`config.mk`:
```
export PLATFORM = sky130hd
export DESIGN_NAME = strided_port_slot_allocator
export DESIGN_NICKNAME = d
export VERILOG_FILES = /design/src/hdl/spsa_pkg.sv /design/src/hdl/spsa_ram.sv /design/src/hdl/spsa_div.sv /design/src/hdl/strided_port_slot_allocator.sv
export SDC_FILE = /design/constraint.sdc
export NUM_CORES = 1
export LEC_CHECK = 0
export BUFFER_PORTS_ARGS = -buffer_cell sky130_fd_sc_hd__buf_4
export CORE_MARGIN = 1
export CORE_UTILIZATION = 40
export DETAILED_ROUTE_END_ITERATION = 10
export SYNTH_ARGS = -nofsm -noshare
export SYNTH_HDL_FRONTEND = slang
export SYNTH_SLANG_ARGS = --single-unit
export TNS_END_PERCENT = 20
```
`constraint.sdc`:
```
create_clock -name clk -period 5.59 [get_ports clk]
set_input_delay 0 -clock clk [delete_from_list [all_inputs] [get_ports clk]]
set_output_delay 0 -clock clk [all_outputs]
set_load 0.05 [all_outputs]
```
`src/hdl/spsa_pkg.sv`:
```
// Shared types, constants and bit-search helpers for the strided port slot allocator.
`default_nettype none

package spsa_pkg;

  // Bitmap geometry; WORD_BITS must be a power of two.
  localparam int SLOT_COUNT = 256;
  localparam int WORD_BITS  = 32;
  localparam int WORD_COUNT = (SLOT_COUNT + WORD_BITS - 1) / WORD_BITS;
  localparam int WIDX_W     = (WORD_COUNT > 1) ? $clog2(WORD_COUNT) : 1;
  localparam int BIT_W      = $clog2(WORD_BITS);
  // Slot index plus one spare bit so that "highest + 1" never wraps.
  localparam int SLOT_W     = WIDX_W + BIT_W + 1;

  localparam int PORT_W     = 16;
  localparam int STEP_W     = 16;
  localparam int LIMIT_W    = 17;
  localparam int PROD_W     = SLOT_W + STEP_W;
  localparam int DIV_CNT_W  = $clog2(PORT_W);

  localparam logic [LIMIT_W-1:0] PORT_SPAN = LIMIT_W'(65536);

  // Request codes.
  localparam logic [1:0] OP_ALLOC_ANY   = 2'd0;
  localparam logic [1:0] OP_ALLOC_GIVEN = 2'd1;
  localparam logic [1:0] OP_RELEASE     = 2'd2;

  // Status codes.
  localparam logic [1:0] ST_OK      = 2'd0;
  localparam logic [1:0] ST_INVALID = 2'd1;
  localparam logic [1:0] ST_TAKEN   = 2'd2;
  localparam logic [1:0] ST_NONE    = 2'd3;

  // Configuration register indexes.
  localparam logic [1:0] CFG_BASE  = 2'd0;
  localparam logic [1:0] CFG_STEP  = 2'd1;
  localparam logic [1:0] CFG_LIMIT = 2'd2;

  typedef struct packed {
    logic [1:0]        opcode;
    logic [PORT_W-1:0] port_number;
  } in_item_t;

  typedef struct packed {
    logic [1:0]        status;
    logic [PORT_W-1:0] granted_port;
  } out_item_t;

  typedef struct packed {
    logic              done;
    logic [PORT_W-1:0] quot;
    logic [STEP_W-1:0] rem;
  } div_res_t;

  // Position of the highest set bit (zero if none).
  function automatic logic [BIT_W-1:0] msb_index(input logic [WORD_BITS-1:0] w);
    logic [BIT_W-1:0] idx;
    idx = '0;
    for (int b = 0; b < WORD_BITS; b++) begin
      if (w[b]) idx = BIT_W'(b);
    end
    return idx;
  endfunction

  // Position of the lowest set bit (zero if none).
  function automatic logic [BIT_W-1:0] lsb_index(input logic [WORD_BITS-1:0] w);
    logic [BIT_W-1:0] idx;
    idx = '0;
    for (int b = WORD_BITS - 1; b >= 0; b--) begin
      if (w[b]) idx = BIT_W'(b);
    end
    return idx;
  endfunction

endpackage

`default_nettype wire

```
`src/hdl/spsa_ram.sv`:
```
// Generic single-write, single-read RAM with registered read data.
`default_nettype none

module spsa_ram #(
  parameter int WIDTH = 32,
  parameter int DEPTH = 8,
  parameter int AW    = (DEPTH > 1) ? $clog2(DEPTH) : 1
) (
  input  wire logic             clk,
  input  wire logic             we,
  input  wire logic [AW-1:0]    waddr,
  input  wire logic [WIDTH-1:0] wdata,
  input  wire logic [AW-1:0]    raddr,
  output logic      [WIDTH-1:0] rdata
);

  logic [WIDTH-1:0] mem [DEPTH];

  always_ff @(posedge clk) begin
    if (we) mem[waddr] <= wdata;
    rdata <= mem[raddr];
  end

endmodule

`default_nettype wire

```
`src/hdl/spsa_div.sv`:
```
// Iterative restoring divider, one quotient bit per cycle, for the stride check.
`default_nettype none

module spsa_div import spsa_pkg::*; (
  input  wire logic              clk,
  input  wire logic              rst,
  input  wire logic              start,
  input  wire logic [PORT_W-1:0] dividend,
  input  wire logic [STEP_W-1:0] divisor,
  output div_res_t               res
);

  logic                 busy;
  logic                 done;
  logic [DIV_CNT_W-1:0] cnt;
  logic [STEP_W-1:0]    acc;
  logic [PORT_W-1:0]    quo;
  logic [STEP_W-1:0]    dvs;

  logic [STEP_W:0] trial;
  logic [STEP_W:0] diff;
  logic            fits;

  assign trial = {acc, quo[PORT_W-1]};
  assign fits  = trial >= {1'b0, dvs};
  assign diff  = trial - {1'b0, dvs};

  always_ff @(posedge clk) begin
    if (rst) begin
      busy <= 1'b0;
      done <= 1'b0;
    end else begin
      done <= 1'b0;
      if (start) begin
        busy <= 1'b1;
        cnt  <= '0;
        acc  <= '0;
        quo  <= dividend;
        dvs  <= divisor;
      end else if (busy) begin
        acc <= fits ? diff[STEP_W-1:0] : trial[STEP_W-1:0];
        quo <= {quo[PORT_W-2:0], fits};
        cnt <= cnt + DIV_CNT_W'(1);
        if (cnt == DIV_CNT_W'(PORT_W - 1)) begin
          busy <= 1'b0;
          done <= 1'b1;
        end
      end
    end
  end

  assign res.done = done;
  assign res.quot = quo;
  assign res.rem  = acc;

endmodule

`default_nettype wire

```
`src/hdl/strided_port_slot_allocator.sv`:
```
// Top level: strided port allocator over an occupancy bitmap held in RAM.
//
//  channel  direction  handshake        payload
//  in       input      in_valid/stall   in_item_t  {opcode, port_number}
//  out      output     out_valid/stall  out_item_t {status, granted_port}
//  cfg      input      cfg_valid/ready  cfg_index, cfg_data (base, step, limit)
//
// One request is in flight at a time. Allocate-given and release wait on
// the 16-step divider that checks the stride. Allocate-any time is set by
// the word-by-word scans of the bitmap RAM (one flag per cycle downward, then
// a scan and an evaluate state per word upward). Reset is synchronous and
// clears the per-word nonempty flags at once; a word whose flag is clear reads
// as all free, so no clearing pass runs. A finished result waits in the output
// register while out_stall holds.
`default_nettype none

module strided_port_slot_allocator import spsa_pkg::*; (
  input  wire logic               clk,
  input  wire logic               rst,
  input  wire logic               in_valid,
  output logic                    in_stall,
  input  wire in_item_t           in_data,
  output logic                    out_valid,
  input  wire logic               out_stall,
  output out_item_t               out_data,
  input  wire logic               cfg_valid,
  output logic                    cfg_ready,
  input  wire logic [1:0]         cfg_index,
  input  wire logic [LIMIT_W-1:0] cfg_data
);

  typedef enum logic [3:0] {
    S_IDLE,
    S_HI_SCAN,
    S_HI_EVAL,
    S_LO_SCAN,
    S_LO_EVAL,
    S_MUL,
    S_CHK,
    S_RANGE,
    S_DIV_WAIT,
    S_MOD_RD,
    S_MOD_WR,
    S_RESP
  } state_t;

  state_t state;

  // Configuration registers.
  logic [PORT_W-1:0]  base_port;
  logic [STEP_W-1:0]  port_step;
  logic [LIMIT_W-1:0] limit_port;

  // Request and working registers.
  logic [1:0]            op;
  logic [PORT_W-1:0]     port;
  logic [WORD_COUNT-1:0] nonempty;
  logic [WIDX_W-1:0]     widx;
  logic [BIT_W-1:0]      bsel;
  logic [SLOT_W-1:0]     cand;
  logic                  hi_mode;
  logic [PROD_W-1:0]     prod;
  logic [1:0]            res_status;
  logic [PORT_W-1:0]     res_port;

  // Derived values.
  logic [STEP_W-1:0]    eff_step;
  logic [LIMIT_W-1:0]   eff_limit;
  logic                 in_range;
  logic [PORT_W-1:0]    offset;
  logic [PROD_W:0]      slot_sum;
  logic                 usable;
  logic                 quot_in_map;
  logic                 out_free;
  logic                 is_given;

  // Bitmap RAM and its read-modify-write path.
  logic [WORD_BITS-1:0] ram_rdata;
  logic [WORD_BITS-1:0] word_eff;
  logic [WORD_BITS-1:0] bit_mask;
  logic [WORD_BITS-1:0] set_word;
  logic [WORD_BITS-1:0] clr_word;
  logic [WORD_BITS-1:0] ram_wdata;
  logic                 ram_we;

  logic     div_start;
  div_res_t div_res;

  assign cfg_ready = !rst;
  assign in_stall  = rst || (state != S_IDLE);
  assign out_free  = !out_valid || !out_stall;
  assign is_given  = (op == OP_ALLOC_GIVEN);

  // A step of zero acts as one; limits past the port space clamp to it.
  assign eff_step  = (port_step == '0) ? STEP_W'(1) : port_step;
  assign eff_limit = (limit_port > PORT_SPAN) ? PORT_SPAN : limit_port;

  assign in_range    = (port >= base_port) && ({1'b0, port} < eff_limit);
  assign offset      = port - base_port;
  assign slot_sum    = (PROD_W + 1)'(base_port) + {1'b0, prod};
  assign usable      = (cand < SLOT_W'(SLOT_COUNT)) &&
                       (slot_sum < (PROD_W + 1)'(eff_limit));
  assign quot_in_map = {1'b0, div_res.quot} < (PORT_W + 1)'(SLOT_COUNT);

  // RAM content is only meaningful while the word's nonempty flag is set.
  assign word_eff  = nonempty[widx] ? ram_rdata : '0;
  assign bit_mask  = WORD_BITS'(1) << bsel;
  assign set_word  = word_eff | bit_mask;
  assign clr_word  = word_eff & ~bit_mask;
  assign ram_wdata = (op == OP_RELEASE) ? clr_word : set_word;
  assign ram_we    = (state == S_MOD_WR) && !(is_given && word_eff[bsel]);

  assign div_start = (state == S_RANGE) && in_range;

  spsa_ram #(
    .WIDTH (WORD_BITS),
    .DEPTH (WORD_COUNT)
  ) u_bitmap (
    .clk   (clk),
    .we    (ram_we),
    .waddr (widx),
    .wdata (ram_wdata),
    .raddr (widx),
    .rdata (ram_rdata)
  );

  spsa_div u_div (
    .clk      (clk),
    .rst      (rst),
    .start    (div_start),
    .dividend (offset),
    .divisor  (eff_step),
    .res      (div_res)
  );

  // Configuration writes; the user must issue them only while the block is idle, the block does not enforce it.
  always_ff @(posedge clk) begin
    if (rst) begin
      base_port  <= '0;
      port_step  <= STEP_W'(1);
      limit_port <= LIMIT_W'(256);
    end else if (cfg_valid && cfg_ready) begin
      unique case (cfg_index)
        CFG_BASE:  base_port  <= cfg_data[PORT_W-1:0];
        CFG_STEP:  port_step  <= cfg_data[STEP_W-1:0];
        CFG_LIMIT: limit_port <= cfg_data;
        default:   ;
      endcase
    end
  end

  // Request sequencer. The RAM reads widx every cycle, so data for the word
  // addressed in one state shows up in the state after it.
  always_ff @(posedge clk) begin
    if (rst) begin
      state    <= S_IDLE;
      nonempty <= '0;
    end else begin
      unique case (state)
        S_IDLE: begin
          if (in_valid && !in_stall) begin
            op   <= in_data.opcode;
            port <= in_data.port_number;
            unique case (in_data.opcode)
              OP_ALLOC_ANY: begin
                widx    <= WIDX_W'(WORD_COUNT - 1);
                hi_mode <= 1'b1;
                state   <= S_HI_SCAN;
              end
              OP_ALLOC_GIVEN, OP_RELEASE: state <= S_RANGE;
              default: begin
                res_status <= ST_INVALID;
                res_port   <= '0;
                state      <= S_RESP;
              end
            endcase
          end
        end

        // Walk the flags down to the highest nonempty word.
        S_HI_SCAN: begin
          if (nonempty[widx]) begin
            state <= S_HI_EVAL;
          end else if (widx == '0) begin
            hi_mode <= 1'b0;
            state   <= S_LO_SCAN;
          end else begin
            widx <= widx - WIDX_W'(1);
          end
        end

        // Try one above the highest occupied slot.
        S_HI_EVAL: begin
          cand  <= SLOT_W'({widx, msb_index(word_eff)}) + SLOT_W'(1);
          state <= S_MUL;
        end

        // Walk up for the lowest free slot; an empty word is free at bit 0.
        S_LO_SCAN: begin
          if (!nonempty[widx]) begin
            cand  <= SLOT_W'({widx, BIT_W'(0)});
            state <= S_MUL;
          end else begin
            state <= S_LO_EVAL;
          end
        end

        S_LO_EVAL: begin
          if (~word_eff != '0) begin
            cand  <= SLOT_W'({widx, lsb_index(~word_eff)});
            state <= S_MUL;
          end else if (widx == WIDX_W'(WORD_COUNT - 1)) begin
            res_status <= ST_NONE;
            res_port   <= '0;
            state      <= S_RESP;
          end else begin
            widx  <= widx + WIDX_W'(1);
            state <= S_LO_SCAN;
          end
        end

        S_MUL: begin
          prod  <= PROD_W'(cand) * PROD_W'(eff_step);
          state <= S_CHK;
        end

        // Candidate port in range: claim it. Otherwise fall back to the
        // lowest free slot once, then give up.
        S_CHK: begin
          if (usable) begin
            widx     <= cand[BIT_W +: WIDX_W];
            bsel     <= cand[BIT_W-1:0];
            res_port <= slot_sum[PORT_W-1:0];
            state    <= S_MOD_RD;
          end else if (hi_mode) begin
            hi_mode <= 1'b0;
            widx    <= '0;
            state   <= S_LO_SCAN;
          end else begin
            res_status <= ST_NONE;
            res_port   <= '0;
            state      <= S_RESP;
          end
        end

        S_RANGE: begin
          if (!in_range) begin
            res_status <= is_given ? ST_INVALID : ST_OK;
            res_port   <= '0;
            state      <= S_RESP;
          end else begin
            state <= S_DIV_WAIT;
          end
        end

        // Off-stride ports are invalid, slots past the bitmap taken (a release answers OK to either).
        S_DIV_WAIT: begin
          if (div_res.done) begin
            if (div_res.rem != '0) begin
              res_status <= is_given ? ST_INVALID : ST_OK;
              res_port   <= '0;
              state      <= S_RESP;
            end else if (!quot_in_map) begin
              res_status <= is_given ? ST_TAKEN : ST_OK;
              res_port   <= '0;
              state      <= S_RESP;
            end else begin
              widx     <= div_res.quot[BIT_W +: WIDX_W];
              bsel     <= div_res.quot[BIT_W-1:0];
              res_port <= is_given ? port : '0;
              state    <= S_MOD_RD;
            end
          end
        end

        S_MOD_RD: state <= S_MOD_WR;

        // Write back the modified word and refresh its nonempty flag, unless the given slot is already taken.
        S_MOD_WR: begin
          if (op == OP_RELEASE) begin
            nonempty[widx] <= (clr_word != '0);
            res_status     <= ST_OK;
            res_port       <= '0;
          end else if (is_given && word_eff[bsel]) begin
            res_status <= ST_TAKEN;
            res_port   <= '0;
          end else begin
            nonempty[widx] <= 1'b1;
            res_status     <= ST_OK;
          end
          state <= S_RESP;
        end

        S_RESP: begin
          if (out_free) state <= S_IDLE;
        end

        default: state <= S_IDLE;
      endcase
    end
  end

  // Output register: load when free, drop on transfer.
  always_ff @(posedge clk) begin
    if (rst) begin
      out_valid <= 1'b0;
    end else if (state == S_RESP && out_free) begin
      out_valid             <= 1'b1;
      out_data.status       <= res_status;
      out_data.granted_port <= res_port;
    end else if (out_valid && !out_stall) begin
      out_valid <= 1'b0;
    end
  end

endmodule

`default_nettype wire

```
### Word-level counts from Yosys, hierarchy flattened

Memory sizes are Yosys's and may differ from the RTL's. A register that Yosys moved wholly into a read port is not among the register bits.
Index checks and enable logic that the tools add are counted.

* flip-flop bits (word level): 213
* RAM bits: 256
* input port bits: 42
* output and inout port bits: 21
* word-level logic and storage cells: 307
* memories: 1

* add/subtract/negate cells: 7
* $mul: 1
* $lt $le $gt $ge: 10
* equality and inequality tests: 44
* shifts and indexed selects: 1
* multiplexer cells: 161
* bitwise logic cells: 7
* reduce and logical (&&, ||, !) cells: 52

Memory list
* u_bitmap.mem: words 8, bits a word 32, rd ports 1, clocked after memory_dff 1, write ports 1, RTL line spsa_ram.sv:17 `logic [WIDTH-1:0] mem [DEPTH];`

Operators with widths (count)
* 5-bit two-way mux: 68
* 16-bit two-way mux: 18
* 16-bit case mux with 6 select lines: 1
* 32-bit two-way mux: 2
* 32-bit inverter: 2
* 32-bit nonzero test: 2
* 4-bit case mux with 12 select lines: 1
* 4-bit two-way mux: 10
* 2-bit inequality test, second input constant: 18
* 3-bit two-way mux: 11
* 32-bit AND: 1
* 2-bit two-way mux: 16
* 32-bit OR: 1
* 1-bit by 5-bit << shifter with 32-bit output, first input constant: 1
* 16-bit subtractor: 2
* 9-bit case mux with 3 select lines: 1
* 16-bit by 25-bit adder with 26-bit output: 1
* 26-bit by 17-bit < comparator with 1-bit output: 1
* 9-bit by 16-bit multiplier with 25-bit output: 1
* 4-bit equality test, second input constant: 5
* 1-bit two-way mux: 19
* 9-bit two-way mux: 2
* 17-bit by 16-bit >= comparator with 1-bit output: 1
* 17-bit > comparator, second input constant: 1
* other kinds (56): 97

### Logic depth before layout (Yosys ltp)

Gate-level depths: netlist of the first run.

* word-level depth: 38
* depth in mapped cells: 23
* mapped depth without buffers: 23

### Modules after synthesis

A second synthesis of the first run with hierarchy kept.

* cells, all modules: 2579
* area total of the unflattened synthesis: 29234.3 um2

Modules (own cells, without submodules)
* strided_port_slot_allocator: instances 1, cells an instance 1869, area an instance 15531.1 um2, sequential area each 4154.0 um2
* spsa_ram: instances 1, cells an instance 415, area an instance 10466.3 um2, sequential area each 8328.0 um2
* spsa_div: instances 1, cells an instance 295, area an instance 3236.9 um2, sequential area each 1601.5 um2

### Worst setup path before layout of the first run

No wires, ideal clock.

* kind: register to register
* start: register port_step[8]
* end: register prod[22] (data pin)
* setup time: 0.263 ns
* arrival: 5.250 ns
* required time: 5.327 ns
* path slack: 0.077 ns
* stages on the path, launching flop included: 20
* path buffers: 0
* clock period less this slack: 5.513 ns
* cell sequence: dfxtp_1 nor4_1 a41oi_1 inv_1 nand2_1 fa_1 fa_1 inv_1 fa_1 fa_1 ha_1 o21a_1 o31a_1 o21a_1 o31a_1 o41ai_1 o31ai_1 nor4_1 nor2_1 xor2_1

* cells in the longest elaborated chain, start to end: 3

Ends and longest elaborated chain
* start, declared: RTL line strided_port_slot_allocator.sv:51 `logic [STEP_W-1:0] port_step;`
* start signal, assigned: RTL line strided_port_slot_allocator.sv:145 `CFG_STEP: port_step <= cfg_data[STEP_W-1:0];`
* 16-bit logical NOT: RTL line strided_port_slot_allocator.sv:95 `assign eff_step = (port_step == '0) ? STEP_W'(1) : port_step;`
* 16-bit two-way mux: RTL line strided_port_slot_allocator.sv:95
* named net eff_step[0]: RTL line strided_port_slot_allocator.sv:67 `logic [STEP_W-1:0] eff_step;`
* 9-bit by 16-bit multiplier with 25-bit output: RTL line strided_port_slot_allocator.sv:223 `prod <= PROD_W'(cand) * PROD_W'(eff_step);`
* end signal, assigned: RTL line strided_port_slot_allocator.sv:223
* end, declared: RTL line strided_port_slot_allocator.sv:62 `logic [PROD_W-1:0] prod;`

The timed path passes the listed nets, and every way through them passes these cells.
A chain may end at the register's enable or synchronous reset.

### Worst setup path after layout of the first run

* start: register port_step[7]
* end: register prod[22] (data pin)

* cells in the longest elaborated chain, start to end: 3

Ends and longest elaborated chain (RTL line)
* 16-bit logical NOT: strided_port_slot_allocator.sv:95
* 16-bit two-way mux (*): strided_port_slot_allocator.sv:95
* 9-bit by 16-bit multiplier with 25-bit output (*): strided_port_slot_allocator.sv:223

Mark *: on every way between the ends. The rest lies on a longest branch, timed or not.

==> results of run 1 <==
## power by group through the flow
stage	sequential, W	combinational (W)	clock (W)
floorplan	0.00447	0.00188	0
global placement	0.00493	0.00226	0
detailed placement	0.00492	0.00229	0
CTS	0.00485	0.00234	0.00376
global route	0.00491	0.00259	0.00390
finish	0.00488	0.00235	0.00370
## cell usage after synthesis, drive strengths merged, types with 7 or more instances
master / n
a211oi: 20
a21o: 24
a21oi: 143
a221oi: 29
a22o: 46
a22oi: 73
a31oi: 15
and2: 58
and3: 9
buf: 22
clkbuf: 137
dfxtp: 96
edfxtp: 405
fa: 103
ha: 131
inv: 169
mux2: 20
mux2i: 24
mux4: 12
nand2: 295
nand2b: 14
nand3: 88
nand4: 35
nor2: 131
nor2b: 31
nor3: 40
nor4: 38
o211ai: 12
o21a: 25
o21ai: 98
o21bai: 8
o22ai: 15
o41ai: 7
or2: 8
or3: 9
xnor2: 41
xor2: 12
## layout make-up
type	count	area share [%]
well taps	931	3.64
inverters	172	2.01
repair buffers	186	4.79
multi-input cells	1701	39.8
flip-flops and latches	501	44.0
clock inverters	37	1.39
clock buffers	61	4.39
## registers in the layout, indices dropped and copies added, names as in the netlist, 3 cells and up
signal          count
base_port          16
limit_port         17
port               16
res_port           16
widx                3
state               4
cand                9
u_div.dvs          16
u_div.quo          16
bsel                5
u_bitmap.mem      256
port_step          16
u_bitmap.rdata     32
u_div.acc          16
u_div.cnt           4
out_data           18
prod               25
nonempty            8
## how the worst max path moves through the flow
stage          depth (start not counted)            endpoint                       from
2_1_floorplan                         19  prod[22]$_DFFE_PP_  port_step[8]$_SDFFE_PP0P_
3_3_place_gp                          20  prod[22]$_DFFE_PP_  port_step[8]$_SDFFE_PP0P_
3_5_place_dp                          20  prod[22]$_DFFE_PP_  port_step[1]$_SDFFE_PP0P_
4_1_cts                               19  prod[22]$_DFFE_PP_  port_step[7]$_SDFFE_PP0P_
5_1_grt                               21  prod[22]$_DFFE_PP_  port_step[2]$_SDFFE_PP0P_
6_report                              21  prod[22]$_DFFE_PP_  port_step[7]$_SDFFE_PP0P_
## per-stage QoR
stage / setup slack [ps] / total power, W / TNS (ps)
floorplan: 76.8 / 0.00636 / 0
global placement: -47.0 / 0.00719 / -50.6
detailed placement: -87.5 / 0.00721 / -178
CTS: 55.1 / 0.0109 / 0
global route: 4.87 / 0.0114 / 0
finish: 267 / 0.0109 / 0
## timing repair
action / in CTS / in global routing
hold buffers: 45 / 0
pin swaps: 5 / 13
buffers inserted: 0 / 0
cloned: 0 / 0
setup endpoints to repair: 3 / 29
gates resized for setup: 5 / 14
hold endpoints to repair: 68 / 0
## per-layer routing
layer	share of wire [%]	GRT usage, %
met1	44	30.4
met3	6.2	3.17
met2	47	35.3
met5	0	0
met4	3.2	7.50
## cell families after synthesis
| family | count (synthesis) |
|---|---|
| mux | 56 |
| simple gates | 780 |
| flops | 501 |
| compound gates | 578 |
| xor+xnor | 53 |
| fa+ha+maj | 234 |
| buf+inv | 331 |
## worst max-delay path: stages (launching register included)
cell	delay, ps
dfxtp_1	380
nor4_4	50
a41oi_2	230
buf_4	190
nor2b_1	70
fa_1	460
fa_1	490
ha_1	290
inv_1	50
fa_1	520
inv_1	40
ha_1	330
nor2b_1	170
o31a_1	280
o21a_1	210
o31a_1	270
o41ai_2	290
buf_4	170
o31ai_2	80
nor4_2	180
nor2_1	120
xor2_1	160
==> run_results.csv, run 1 <==
group,metric,value,unit
outcome,status,"finished, final reports clean",
clock_network,root_buffer,"clkbuf_16",
global_routing,overflow,0,
global_routing,grt_pass1_wl,120000,um
cells_and_area,final_common_cell,"edfxtp_1",
worst_setup_path,worstReg2RegStart,"port_step[7]$_SDFFE_PP0P_",
synth,syn_area,27900,um^2
global_routing,grt_use_total,22.0,%
floorplanning,fp.dieH,266,um
cells_and_area,final.fill_count,6198,
synth,synth_area_leader_cell,"edfxtp_1",
worst_setup_path,worst-r2r-cell-count,21,
placed_design,place.gp.congestion,0.921,
worst_setup_path,cp-end-kind,"flop",
synth,synth_xor_area_share,1.66,%
hold_path,min_to,"base_port[3]$_SDFFE_PP0P_",
route,drt_wl_total,77700,um
clock_network,cts_made_buffers,52,
placed_design,place_area,29600,um^2
worst_setup_path,worst_setup_path_start_kind,"flop",
timing,fin_hold_ws,46.0,ps
cells_and_area,multi_input_area,12800,um^2
synth,ys_types,83,
floorplanning,die_area,70800,um^2
placed_design,dp.cells,3446,
cells_and_area,fin_area,32000,um^2
worst_setup_path,critPathKind,"flop to flop",
placed_design,dp_hpwl,53400,um
pwr,comb_power_share,21.5,%
synth,ys_ff_latch,501,
global_routing,grt_start_max_net_pins,69,
worst_setup_path,worstReg2RegEnd,"prod[22]$_DFFE_PP_",
timing,tightest_slew,1100,ps
synth,ys_warn_count,0,
worst_setup_path,r2r_setup_slack,270,ps
clock_network,cts_buffer_depth,3,
floorplanning,num_rows,96,
timing,rsz0062_at_grt,"no",
timing,drv_slew,0,
pwr,p_int,0.00743,W
clock_network,clkTransAtPathRegs,70,ps
synth,ys_seq_area_share,50.5,%
timing,period_needed,5320,ps
worst_setup_path,worstPathMaxFanout,7,
route,drtAntennaViolNets,0,
cells_and_area,register_area,14100,um^2
timing,fin_worst_skew,38.3,ps
synth,synth_top_area_share,43.6,%
floorplanning,die-width,266,um
pwr,p_switching,0.00350,W
synth,synth_mux_area_share,2.64,%
pwr,swShare,32.0,%
worst_setup_path,cp.arrival,5670,ps
route,vias,20500,
route,drc,0,
synth,synth_edf_count,405,
cells_and_area,final_util,46.6,%
route,drt-initial-drc-count,2027,
pwr,powerDensity,341,nW/um^2
synth,syn_nets,2809,
worst_setup_path,cp.required,5930,ps
synth,synthCells,2533,
cells_and_area,syn2layout_area_growth,14.8,%
clock_network,clkSinkCount,501,
pwr,p_leak,11.8,nW
floorplanning,core-area,68800,um^2
pwr,peakVddDrop,243,uV
clock_network,h-tree-depth,2,
synth,syn_area_per_cell,11.0,um^2
pwr,pwr-share-clk,33.9,%
synth,ys.flop_type,"edfxtp_1",
timing,setup_violations,0,
synth,synthSimpleGateAreaFrac,13.5,%
route,wl_per_cell,21.6,um
clock_network,tritoncts,"built",
hold_path,hp-start,"cfg_valid",
timing,hold_violations,0,
route,avgViaCountPerCell,5.72,
global_routing,grt_pass1_vias,20300,
global_routing,antenna_found_initial,0,
cells_and_area,drive_above_1_share,11.0,%
synth,synth_top_family_by_area,"compound AO/OA/AOI/OAI gates",
hold_path,min_path_cells,6,
synth,synth_adder_area_share,13.3,%
hold_path,hold_class,"input port to flop",
cells_and_area,final_nets,2890,
flow_run,cap_violations,0,
cells_and_area,fin_cells,3589,
clock_network,clk_latency,640,ps
cells_and_area,diodes,0,
synth,synth_compound_area_share,14.0,%
synth,ys_async_sr_fraction,0,%
synth,netlist_top_cells_area,"edfxtp_1 (44%), fa_1 (7.4%), dfxtp_1 (6.9%), ha_1 (5.9%), nand2_1 (4.0%)",
timing,slew-limit-headroom,26.1,%
placed_design,io_buffers,62,
route,dr.pass1.iters,6,
floorplanning,pin_count,63,
floorplanning,initial_utilization,40.5,%
cells_and_area,final_cell_mix,"edfxtp_1 (405), nand2_1 (295), inv_1 (168), a21oi_1 (142), buf_4 (139)",
pwr,pwr-share-seq,44.6,%
timing,fmax,0.188,GHz
timing,finalCritPeriodShare,95.2,%
Note: power is estimated with default switching activity, not from simulation.
==> inputs of run 2 (changes only) <==
Settings changed: CTS_CLUSTER_DIAMETER from default to 30, SYNTH_HIERARCHICAL from default to 1.
==> run 2 against run 1 <==
Critical path depth is 3 lower. Sequential share of layout area is 3.7 points lower. Total power is 22% higher. Sequential power is 1% lower. Register-to-register slack hardly changed. First-iteration DRC count is 1.6% lower. Maximum frequency is 0.21% lower. Largest cell class unchanged. Largest power group is now clock.
==> run_results.csv, run 2 <==
group,metric,value,unit
cells_and_area,final_common_cell,"edfxtp_1",
global_routing,grt_pass1_wl,124000,um
pwr,p_leak,13.1,nW
clock_network,post-cts-setup-buffers,0,
route,wl_per_cell,21.2,um
outcome,status,"finished, final reports clean",
pwr,powerDensity,380,nW/um^2
route,vias,21200,
flow_run,cap_violations,0,
cells_and_area,final_util,48.7,%
route,dr.pass1.iters,6,
clock_network,clkTransAtPathRegs,50,ps
synth,ys_types,97,
synth,netlist_top_cells_area,"edfxtp_1 (42%), fa_1 (7.1%), dfxtp_1 (6.6%), ha_1 (5.6%), nand2_1 (4.6%)",
floorplanning,pin_count,63,
synth,synth_most_common_cell,"edfxtp_1",
placed_design,dp_hpwl,54600,um
worst_setup_path,worst_setup_path_start_kind,"flop",
cells_and_area,final_cell_mix,"edfxtp_1 (405), nand2_1 (355), inv_1 (189), a21oi_1 (155), ha_1 (131)",
clock_network,tritoncts,"built",
worst_setup_path,cp.required,5970,ps
worst_setup_path,worstPathMaxFanout,6,
hold_path,hold_class,"input port to flop",
synth,syn_area_per_cell,11.3,um^2
cells_and_area,largest_reg_flops,256,
global_routing,grt_use_total,21.6,%
synth,ys.flop_type,"edfxtp_1",
synth,syn_nets,2855,
global_routing,grt_start_max_net_pins,72,
worst_setup_path,cp.arrival,5710,ps
cells_and_area,syn2layout_area_growth,19.6,%
clock_network,h-tree-depth,3,
cells_and_area,top_regs,"u_bitmap/mem: 256 flops, u_bitmap/rdata: 32 flops, prod: 25 flops",
placed_design,place.gp.congestion,0.905,
synth,ys_ff_latch,501,
cells_and_area,diodes,0,
route,drtAntennaViolNets,0,
cells_and_area,final_nets,2989,
floorplanning,num_rows,98,
clock_network,root_buffer,"clkbuf_16",
route,drt-initial-drc-count,1995,
route,drc,0,
global_routing,grt_pass1_vias,21200,
clock_network,clk_latency,660,ps
floorplanning,die-width,272,um
floorplanning,core-area,71900,um^2
worst_setup_path,critPathKind,"flop to flop",
floorplanning,initial_utilization,40.7,%
placed_design,io_buffers,62,
clock_network,cts_made_buffers,98,
synth,ys_seq_area_share,48.2,%
cells_and_area,largest-register,"u_bitmap/mem",
floorplanning,fp.dieH,272,um
timing,hold_violations,0,
synth,synth_area_leader_cell,"edfxtp_1",
timing,setup_violations,0,
worst_setup_path,cp-end-kind,"flop",
timing,drv_slew,0,
timing,finalCritPeriodShare,95.4,%
synth,ys_async_sr_fraction,0,%
timing,tightest_slew,1160,ps
clock_network,cts_buffer_depth,3,
global_routing,antenna_found_initial,0,
synth,ys_warn_count,6,
timing,slew-limit-headroom,22.1,%
synth,synth_edf_count,405,
synth,synth_top_area_share,41.6,%
floorplanning,die_area,74200,um^2
global_routing,overflow,0,
timing,fin_worst_skew,29.5,ps
synth,yosys-top-cells-count,"edfxtp_1 (405), nand2_1 (355), inv_1 (189)",
synth,syn_area,29200,um^2
route,drt_wl_total,79400,um
timing,period_needed,5330,ps
cells_and_area,drive_above_1_share,15.6,%
pwr,p_total,0.0133,W
synth,synthCells,2579,
pwr,peakVddDrop,338,uV
route,avgViaCountPerCell,5.65,
timing,fmax,0.187,GHz
clock_network,clkSinkCount,501,
-- run 2: changes by cell type after synthesis, sizes merged, moves of 9 or more --
cell,previous run,this run
a21oi,143,159
nand2,295,356
clkbuf,137,113
a22o,46,20
nand3,88,97
mux2,20,51
buf,22,43
nand4,35,20
inv,169,189
nor4,38,25
mux2i,24,10
mux4,12,76
a221oi,29,0
a22oi,73,4
-- run 2: repair_timing --
item                                    CTS  global route
hold endpoints to repair                 79             0
hold buffers                             64             0
resized for setup                         0             8
endpoints found under the setup margin    0            24
-- run 2: cell type report --
cell class | count | area (um^2)
timing repair buffer | 190 | 1620
tap | 950 | 1190
multi-input combinational | 1731 | 13900
clock buffer | 107 | 2510
inverter | 191 | 717
sequential | 501 | 14100
fill | 6298 | 36900
clock inverter | 78 | 1010
-- run 2: worst paths after layout --
path	cells past startpoint	slack, ps	endpoint	start
worst max-delay path	18	260	prod[20]$_DFFE_PP_	port_step[3]$_SDFFE_PP0P_
worst min-delay path	2	70	port[0]$_DFFE_PP_	in_data[0]
worst max register to register	18	260	prod[20]$_DFFE_PP_	port_step[3]$_SDFFE_PP0P_
worst min register to register	0	420	out_data[10]$_DFFE_PP_	res_port[10]$_SDFFCE_PN0P_
-- run 2: metrics by stage --
step / worst slack, ps / hold slack, ps / cells / TNS, ps / instance area, um^2
4_1_cts: 158 / 40.7 / 3748 / 0 / 34900
3_5_place_dp: 203 / 180 / 3499 / 0 / 30800
6_report: 256 / 73.4 / 3748 / 0 / 35000
5_1_grt: -20.5 / 51.7 / 3748 / -20.5 / 35000
2_1_floorplan: 312 / 72.8 / 2579 / 0 / 29200
3_3_place_gp: 380 / 180 / 3499 / 0 / 30800
-- run 2: worst max-delay path: stages (launching register included) --
cell	delay, ps
dfxtp_1	310
nor4_1	410
a41oi_2	210
inv_1	130
nand2_1	70
fa_1	430
fa_1	440
fa_1	510
inv_1	50
fa_1	430
ha_1	250
or4_1	540
o21ai_1	230
o21ai_0	230
o21a_1	220
nor2_1	200
o21ai_0	120
a21oi_1	200
xnor2_1	80
-- run 2: kinds of logic after synthesis --
group	synth area share, %
AND/OR/NAND/NOR	13.3
multiplexers	8.70
adder cells (fa/ha/maj)	12.7
XOR/XNOR	1.77
buffers and inverters	4.87
flip-flops	48.2
AO/OA/AOI/OAI	10.5
-- run 2: metal layers --
layer | routed length (um) | global-route usage [%] | up-vias
li1 | - | - | 9708
met4 | 1860 | 6.82 | 0
met5 | 0 | 0 | -
met1 | 35900 | 30.7 | 10600
met2 | 36600 | 33.7 | 731
met3 | 4940 | 3.48 | 146
-- run 2: power breakdown --
group,internal [W],leakage (nW),switching (W),total [W]
combinational,0.00103,6.95,0.00134,0.00237
sequential,0.00428,4.50,0.000529,0.00481
clock,0.00400,1.69,0.00211,0.00610
total,0.00931,13.1,0.00398,0.0133
